--- config.mk ---
export PLATFORM = sky130hd
export DESIGN_NAME = tlv_type_size_finder_unit
export DESIGN_NICKNAME = d
export VERILOG_FILES = /design/src/hw/rtl/tlvtsf_pkg.sv /design/src/hw/rtl/tlv_type_size_finder_unit.sv /design/src/hw/rtl/tlvtsf_csr.sv /design/src/hw/rtl/tlvtsf_scan.sv
export SDC_FILE = /design/constraint.sdc
export NUM_CORES = 1
export LEC_CHECK = 0
export BUFFER_PORTS_ARGS = -buffer_cell sky130_fd_sc_hd__buf_2
export CAP_MARGIN = 40
export CORE_MARGIN = 4
export CORE_UTILIZATION = 40
export CTS_CLUSTER_DIAMETER = 150
export DETAILED_ROUTE_END_ITERATION = 7
export HOLD_SLACK_MARGIN = 0.06
export SLEW_MARGIN = 30
export SYNTH_ARGS = -nofsm -noshare
export SYNTH_HDL_FRONTEND = slang
export SYNTH_SLANG_ARGS = --single-unit
--- constraint.sdc ---
create_clock -name clock -period 4.25 [get_ports clock]
set_input_delay 0 -clock clock [delete_from_list [all_inputs] [get_ports clock]]
set_output_delay 0 -clock clock [all_outputs]
set_load 0.005 [all_outputs]
--- src/hw/rtl/tlvtsf_pkg.sv ---
package tlvtsf_pkg;

   // longest buffer taken before the search is cut short
   localparam int MaxBufferBytes = 65536;
   localparam int PosWidth       = $clog2(MaxBufferBytes + 1);

   localparam int HdrBytes = 4;

   // outcome codes, also used for the scan progress
   localparam logic [1:0] StatusNotFound  = 2'd0;
   localparam logic [1:0] StatusFound     = 2'd1;
   localparam logic [1:0] StatusTruncated = 2'd2;

   // header byte counter: 0..3 header bytes, 4 inside a payload
   localparam logic [2:0] HdrTypeLo  = 3'd0;
   localparam logic [2:0] HdrTypeHi  = 3'd1;
   localparam logic [2:0] HdrLenLo   = 3'd2;
   localparam logic [2:0] HdrLenHi   = 3'd3;
   localparam logic [2:0] HdrPayload = 3'd4;

   // register indexes of the configuration port
   localparam int          CsrIndexWidth       = 2;
   localparam logic [1:0] CsrTargetType       = 2'd0;
   localparam logic [1:0] CsrSizeCheckEnable  = 2'd1;
   localparam logic [1:0] CsrExpectedSize     = 2'd2;

   typedef struct packed {
      logic [7:0] data_byte;
      logic       last_byte;
   } req_type;

   typedef struct packed {
      logic [1:0]  status;
      logic [15:0] match_offset;
      logic [15:0] match_payload_length;
      logic        size_mismatch_seen;
   } rsp_type;

   typedef struct packed {
      logic [15:0] target_type;
      logic        size_check_enable;
      logic [16:0] expected_size;
   } cfg_type;

endpackage

--- src/hw/rtl/tlv_type_size_finder_unit.sv ---
// channel  direction  handshake         carries
// req      in         req_valid/stall   req_type: data_byte, last_byte
// rsp      out        rsp_valid/stall   rsp_type: status, offset, length, mismatch
// csr      in         csr_valid/ready   csr_index, csr_wdata
//
// one byte per cycle unless a stall holds the input register; a byte
// passes through the input register, and the outcome of the last byte
// is captured in the result register
// only the byte marked last waits on a stalled result register
// reset is synchronous and clears the scan state, the configuration and the valid flags
// the scan state returns to reset after each last byte
module tlv_type_size_finder_unit (
   input  logic                                 clock,
   input  logic                                 reset,
   input  logic                                 req_valid,
   output logic                                 req_stall,
   input  tlvtsf_pkg::req_type                  req_payload,
   output logic                                 rsp_valid,
   input  logic                                 rsp_stall,
   output tlvtsf_pkg::rsp_type                  rsp_payload,
   input  logic                                 csr_valid,
   output logic                                 csr_ready,
   input  logic [tlvtsf_pkg::CsrIndexWidth-1:0] csr_index,
   input  logic [31:0]                          csr_wdata
);

   logic                in_valid_ff, in_valid_in;
   tlvtsf_pkg::req_type in_item_ff;
   logic                rsp_valid_ff, rsp_valid_in;
   tlvtsf_pkg::rsp_type rsp_payload_ff;
   tlvtsf_pkg::rsp_type scan_result;
   tlvtsf_pkg::cfg_type cfg;
   logic                advance;
   logic                req_xfer;

   tlvtsf_csr u_csr (
      .clock     (clock),
      .reset     (reset),
      .csr_valid (csr_valid),
      .csr_index (csr_index),
      .csr_wdata (csr_wdata),
      .csr_ready (csr_ready),
      .cfg       (cfg)
   );

   tlvtsf_scan u_scan (
      .clock  (clock),
      .reset  (reset),
      .step   (advance),
      .item   (in_item_ff),
      .cfg    (cfg),
      .result (scan_result)
   );

   // a last byte needs room in the result register
   assign advance   = in_valid_ff &&
                      (!in_item_ff.last_byte || !rsp_valid_ff || !rsp_stall);
   assign req_stall = in_valid_ff && !advance;
   assign req_xfer  = req_valid && !req_stall;

   assign in_valid_in  = req_xfer || (in_valid_ff && !advance);
   assign rsp_valid_in = (advance && in_item_ff.last_byte) ||
                         (rsp_valid_ff && rsp_stall);

   always_ff @(posedge clock) begin
      if (reset) begin
         in_valid_ff  <= 1'b0;
         rsp_valid_ff <= 1'b0;
      end else begin
         in_valid_ff  <= in_valid_in;
         rsp_valid_ff <= rsp_valid_in;
      end
   end

   always_ff @(posedge clock) begin
      if (req_xfer) begin
         in_item_ff <= req_payload;
      end
      if (advance && in_item_ff.last_byte) begin
         rsp_payload_ff <= scan_result;
      end
   end

   assign rsp_valid   = rsp_valid_ff;
   assign rsp_payload = rsp_payload_ff;

endmodule

--- src/hw/rtl/tlvtsf_csr.sv ---
module tlvtsf_csr (
   input  logic                                 clock,
   input  logic                                 reset,
   input  logic                                 csr_valid,
   input  logic [tlvtsf_pkg::CsrIndexWidth-1:0] csr_index,
   input  logic [31:0]                          csr_wdata,
   output logic                                 csr_ready,
   output tlvtsf_pkg::cfg_type                  cfg
);

   tlvtsf_pkg::cfg_type cfg_ff, cfg_in;
   logic                wr_en;

   assign csr_ready = 1'b1;
   assign wr_en     = csr_valid & csr_ready;
   assign cfg       = cfg_ff;

   always_comb begin
      cfg_in = cfg_ff;
      if (wr_en) begin
         unique case (csr_index)
            tlvtsf_pkg::CsrTargetType:      cfg_in.target_type       = csr_wdata[15:0];
            tlvtsf_pkg::CsrSizeCheckEnable: cfg_in.size_check_enable = csr_wdata[0];
            tlvtsf_pkg::CsrExpectedSize:    cfg_in.expected_size     = csr_wdata[16:0];
            default: ;
         endcase
      end
   end

   always_ff @(posedge clock) begin
      if (reset) begin
         cfg_ff.target_type       <= 16'd0;
         cfg_ff.size_check_enable <= 1'b0;
         cfg_ff.expected_size     <= 17'(tlvtsf_pkg::HdrBytes);
      end else begin
         cfg_ff <= cfg_in;
      end
   end

endmodule

--- src/hw/rtl/tlvtsf_scan.sv ---
module tlvtsf_scan (
   input  logic                clock,
   input  logic                reset,
   input  logic                step,
   input  tlvtsf_pkg::req_type item,
   input  tlvtsf_pkg::cfg_type cfg,
   output tlvtsf_pkg::rsp_type result
);

   localparam int PW = tlvtsf_pkg::PosWidth;

   logic [PW-1:0] pos_ff, pos_in;
   logic [2:0]    hdr_idx_ff, hdr_idx_in;
   logic [15:0]   rec_type_ff, rec_type_in;
   logic [15:0]   rec_len_ff, rec_len_in;
   logic [15:0]   remaining_ff, remaining_in;
   logic [15:0]   rec_start_ff, rec_start_in;
   logic [1:0]    done_ff, done_in;
   logic [15:0]   found_off_ff, found_off_in;
   logic [15:0]   found_len_ff, found_len_in;
   logic          mismatch_ff, mismatch_in;

   logic [15:0] len_full;
   logic        rec_complete;
   logic        type_hit;
   logic        size_ok;

   // length as it stands once this byte is in
   assign len_full = (hdr_idx_ff == tlvtsf_pkg::HdrLenHi) ?
                     {item.data_byte, rec_len_ff[7:0]} : rec_len_ff;

   assign type_hit = (rec_type_ff == cfg.target_type);
   assign size_ok  = !cfg.size_check_enable ||
                     (({1'b0, len_full} + 17'(tlvtsf_pkg::HdrBytes)) == cfg.expected_size);

   always_comb begin
      pos_in       = pos_ff;
      hdr_idx_in   = hdr_idx_ff;
      rec_type_in  = rec_type_ff;
      rec_len_in   = rec_len_ff;
      remaining_in = remaining_ff;
      rec_start_in = rec_start_ff;
      done_in      = done_ff;
      found_off_in = found_off_ff;
      found_len_in = found_len_ff;
      mismatch_in  = mismatch_ff;
      rec_complete = 1'b0;

      if (done_ff == tlvtsf_pkg::StatusNotFound) begin
         if (pos_ff >= PW'(tlvtsf_pkg::MaxBufferBytes)) begin
            done_in = tlvtsf_pkg::StatusTruncated;
         end else begin
            pos_in = pos_ff + PW'(1);
            unique case (hdr_idx_ff)
               tlvtsf_pkg::HdrTypeLo: begin
                  rec_start_in = pos_ff[15:0];
                  rec_type_in  = {8'd0, item.data_byte};
                  hdr_idx_in   = tlvtsf_pkg::HdrTypeHi;
               end
               tlvtsf_pkg::HdrTypeHi: begin
                  rec_type_in = {item.data_byte, rec_type_ff[7:0]};
                  hdr_idx_in  = tlvtsf_pkg::HdrLenLo;
               end
               tlvtsf_pkg::HdrLenLo: begin
                  rec_len_in = {8'd0, item.data_byte};
                  hdr_idx_in = tlvtsf_pkg::HdrLenHi;
               end
               tlvtsf_pkg::HdrLenHi: begin
                  rec_len_in   = len_full;
                  remaining_in = len_full;
                  hdr_idx_in   = tlvtsf_pkg::HdrPayload;
                  rec_complete = (len_full == 16'd0);
               end
               default: begin
                  remaining_in = remaining_ff - 16'd1;
                  rec_complete = (remaining_ff == 16'd1);
               end
            endcase

            if (rec_complete) begin
               hdr_idx_in = tlvtsf_pkg::HdrTypeLo;
               if (type_hit) begin
                  if (size_ok) begin
                     done_in      = tlvtsf_pkg::StatusFound;
                     found_off_in = rec_start_ff;
                     found_len_in = len_full;
                  end else begin
                     mismatch_in = 1'b1;
                  end
               end
            end
         end
      end
   end

   // outcome as seen after this byte, only used on the last byte
   always_comb begin
      result = '0;
      if (done_in == tlvtsf_pkg::StatusFound) begin
         result.status               = tlvtsf_pkg::StatusFound;
         result.match_offset         = found_off_in;
         result.match_payload_length = found_len_in;
      end else if (done_in == tlvtsf_pkg::StatusTruncated ||
                   hdr_idx_in != tlvtsf_pkg::HdrTypeLo) begin
         result.status = tlvtsf_pkg::StatusTruncated;
      end else begin
         result.status = tlvtsf_pkg::StatusNotFound;
      end
      result.size_mismatch_seen = mismatch_in;
   end

   always_ff @(posedge clock) begin
      if (reset || (step && item.last_byte)) begin
         pos_ff       <= '0;
         hdr_idx_ff   <= tlvtsf_pkg::HdrTypeLo;
         rec_type_ff  <= '0;
         rec_len_ff   <= '0;
         remaining_ff <= '0;
         rec_start_ff <= '0;
         done_ff      <= tlvtsf_pkg::StatusNotFound;
         found_off_ff <= '0;
         found_len_ff <= '0;
         mismatch_ff  <= 1'b0;
      end else if (step) begin
         pos_ff       <= pos_in;
         hdr_idx_ff   <= hdr_idx_in;
         rec_type_ff  <= rec_type_in;
         rec_len_ff   <= rec_len_in;
         remaining_ff <= remaining_in;
         rec_start_ff <= rec_start_in;
         done_ff      <= done_in;
         found_off_ff <= found_off_in;
         found_len_ff <= found_len_in;
         mismatch_ff  <= mismatch_in;
      end
   end

endmodule

==> flow_metrics.py <==
metrics = {
    "setup_path": {
        "worst-path-max-fanout": 52,
        "r2r-end": "rsp_payload[31]",
        "startpoint_type": "flop",
        "setup.worst_path.end_class": "flop",
        "r2r_cells": 10,
        "required_ns": 4.44,
        "r2r-start": "u_scan.hdr_idx_ff[0]",
        "critPathKind": "flop to flop",
        "critical_path_arrival_ns": 3.81,
        "reg2reg_slack_ns": 0.63,
    },
    "detailed_routing": {
        "drc_errors": 0,
        "drt_iter0_drc": 693,
        "drt-total-wl_um": 24500,
        "wl_per_cell_um": 16.6,
        "drt-vias-per-instance": 5.47,
        "dr.pass1.iters": 5,
        "dr_total_vias": 8080,
        "ant_nets": 0,
    },
    "global_routing": {
        "top_usage_layer": "met2",
        "grt_use_met3": 0.0400,
        "use_met1": 0.282,
        "grt_use_met2": 0.288,
        "antenna_found_initial": 0,
        "grt_usage": 0.191,
        "grt_overflow": 0,
        "first_global_vias": 7362,
        "grt_max_degree": 63,
        "grt_pass1_wl_um": 39800,
    },
    "power_and_ir_drop": {
        "p_int_mw": 2.90,
        "p_switching_mw": 1.09,
        "p_per_area_mw_per_mm2": 364,
        "combPwrFrac": 0.059,
        "worst_ir_drop_vdd_mv": 0.227,
        "p_leak_nw": 3.91,
        "pwr-share-seq": 0.499,
        "power_frac_clock": 0.442,
        "power_switching_share": 0.273,
    },
    "cts": {
        "cts_root_buffer": "clkbuf_16",
        "cts_setup_buffers": 0,
        "htree_levels": 4,
        "clockBufferDepth": 2,
        "clk_latency_ns": 0.46,
        "cts_tree": "done",
        "cts_sinks": 199,
        "cts_made_buffers": 17,
        "clk_pin_slew_ns": 0.08,
    },
    "hold_path": {
        "holdCritStartpoint": "csr_index[1]",
        "hold_path_end": "u_csr.cfg[18]",
        "min_path_cells": 5,
        "hold_path.class": "input port to flop",
    },
    "synth": {
        "synthDistinctLibCells": 65,
        "async_flop_share": 0,
        "ys_warn_count": 0,
        "syn_nets": 1152,
        "netlist_area_mm2": 0.00920,
        "syn_inst": 1098,
        "synth_top_area_frac": 0.337,
        "ys.flop_type": "dfxtp_1",
        "synth_area_leader_cell": "dfxtp_1",
        "ys_seq_elements": 199,
        "synth_commonest_cells": "nand2_1 (173), a21oi_1 (172), dfxtp_1 (155)",
        "seq_area_frac_synth": 0.481,
        "synth_edf_count": 44,
        "syn_area_per_cell_um2": 8.38,
        "netlist_top_cells_area": "dfxtp_1 (34%), edfxtp_1 (14%), a21oi_1 (9.4%), nand2_1 (7.1%), nand3_1 (4.3%)",
        "synth.most_common_cell": "nand2_1",
    },
    "placed_design": {
        "port_buffers": 69,
        "hpwlAfterDp_um": 16600,
        "routabilityCongestion": 0.869,
        "placed_cell_area_mm2": 0.00986,
    },
    "run_status": {
        "status": "complete, no violations",
    },
    "die": {
        "placementRows": 55,
        "die_h_um": 160,
        "core-area_mm2": 0.0226,
        "die_w_um": 160,
        "initial_core_util": 0.406,
        "die-area_mm2": 0.0255,
        "io_pins": 86,
    },
    "sta": {
        "fin_setup_tns_ns": 0,
        "relSlewSlack": 0.479,
        "drv_slew": 0,
        "hold_viol": 0,
        "fmax_ghz": 0.276,
        "skew_ns": 0.0235,
        "rsz0062_at_grt": "false",
        "period_needed_ns": 3.62,
        "final-setup-viol-count": 0,
        "fin_crit_sh": 0.851,
        "tightest_slew_ns": 0.779,
    },
    "finish": {
        "stdcell_area_mm2": 0.0110,
        "drive_gt1_frac": 0.127,
        "fin_nets": 1234,
        "area_growth_pct": 19.1,
        "antennaDiodeCount": 0,
        "final_util": 0.484,
    },
    "flow_run": {
        "maxCapViolations": 0,
    },
}
cells by family (layout without fill, tap and decap cells):
group                      after synthesis  in the layout  share of synthesized area
buffers and inverters                   99            194                     0.0441
xor gates and xnor gates                48             48                     0.0472
DFF                                    199            199                      0.481
adders and majority gates                6              6                    0.00816
and+or+nand+nor                        425            425                      0.213
AOI/OAI and AO/OA                      304            304                      0.187
muxes                                   16             16                     0.0188
other                                    1              1                   0.000408
worst max path at each step:
stage	to	start	slack (ns)	cells after the start
after floorplan	rsp_payload[23]	u_scan.rec_len_ff[2]	1.07	12
after global placement	rsp_payload[5]	u_scan.hdr_idx_ff[0]	0.69	10
after detailed placement	rsp_payload[5]	u_scan.hdr_idx_ff[0]	0.71	10
after CTS	rsp_payload[31]	u_scan.hdr_idx_ff[0]	0.70	10
after global routing	rsp_payload[12]	u_scan.hdr_idx_ff[0]	0.34	10
final	rsp_payload[31]	u_scan.hdr_idx_ff[0]	0.63	10
placed cells by master, fill, tap and decap left out, drive strengths merged, types with 5 or more instances in the layout:
| cell | count |
|---|---|
| clkbuf | 18 |
| a311oi | 6 |
| nand2b | 9 |
| dfxtp | 155 |
| inv | 25 |
| nand2 | 173 |
| buf | 103 |
| nor3 | 18 |
| a211oi | 10 |
| nor2 | 77 |
| mux2i | 12 |
| nand4 | 10 |
| nand3 | 79 |
| and3 | 9 |
| nor4 | 14 |
| o21ai | 74 |
| edfxtp | 44 |
| dlygate4sd3 | 43 |
| nand3b | 11 |
| a21oi | 172 |
| ha | 6 |
| xor2 | 32 |
| clkinv | 5 |
| xnor2 | 15 |
flip-flops by register name (all words and copies together), names as in the netlist:
signal / flops
rsp_payload: 35
u_csr.cfg: 34
u_scan.pos_ff: 17
u_scan.found_len_ff: 16
u_scan.found_off_ff: 16
u_scan.rec_len_ff: 16
u_scan.rec_start_ff: 16
u_scan.rec_type_ff: 16
u_scan.remaining_ff: 16
in_item_ff: 9
u_scan.hdr_idx_ff: 3
u_scan.done_ff: 2
in_valid_ff: 1
rsp_valid: 1
u_scan.mismatch_ff: 1
worst max-delay path, cell delays in order (launching register included):
cell      delay (ns)
dfxtp_1         0.33
buf_4           0.25
nand3b_1        0.21
mux2i_2         0.44
nand4_1         0.20
or4_1           0.57
and3_1          0.22
o41a_1          0.52
buf_4           0.30
o21ai_0         0.20
a21oi_1         0.11
metal layers:
metal  wire length (um)  vias to the layer above
met4                289                        0
li1                   -                     4038
met5                  0                        -
met3               1270                       18
met2              10900                      240
met1              12100                     3784
metrics by stage:
stage                     hold WS [ns]  total power, mW  setup slack (ns)  instances
after floorplan                 0.0989             2.15              1.07       1098
after global placement           0.179             2.23             0.692       1400
final                           0.0816             3.98             0.632       1478
after detailed placement         0.178             2.24             0.710       1402
after CTS                       0.0603             4.02             0.696       1477
after global routing            0.0819             4.12             0.336       1478
timing repair:
action,4_1_cts,5_1_grt
gates resized for setup,0,0
endpoints found under the hold margin,46,0
hold buffers,43,0
power groups by stage:
stage / clock network, mW / logic (mW) / registers, mW
global route: 1.87 / 0.259 / 1.99
finish: 1.76 / 0.234 / 1.99
detailed placement: 0 / 0.207 / 2.03
floorplan: 0 / 0.137 / 2.02
CTS: 1.80 / 0.233 / 1.99
global placement: 0 / 0.202 / 2.03
area by class of cell:
| cell class | count | area [um^2] |
|---|---|---|
| repair buffers | 147 | 1070 |
| clock inverters | 15 | 236 |
| well taps | 285 | 357 |
| inverters | 15 | 56.3 |
| multi-input cells | 800 | 4390 |
| fillers | 2170 | 11700 |
| clock buffers | 17 | 425 |
| flip-flops and latches | 199 | 4420 |
Note: power is estimated with default switching activity, not from simulation.
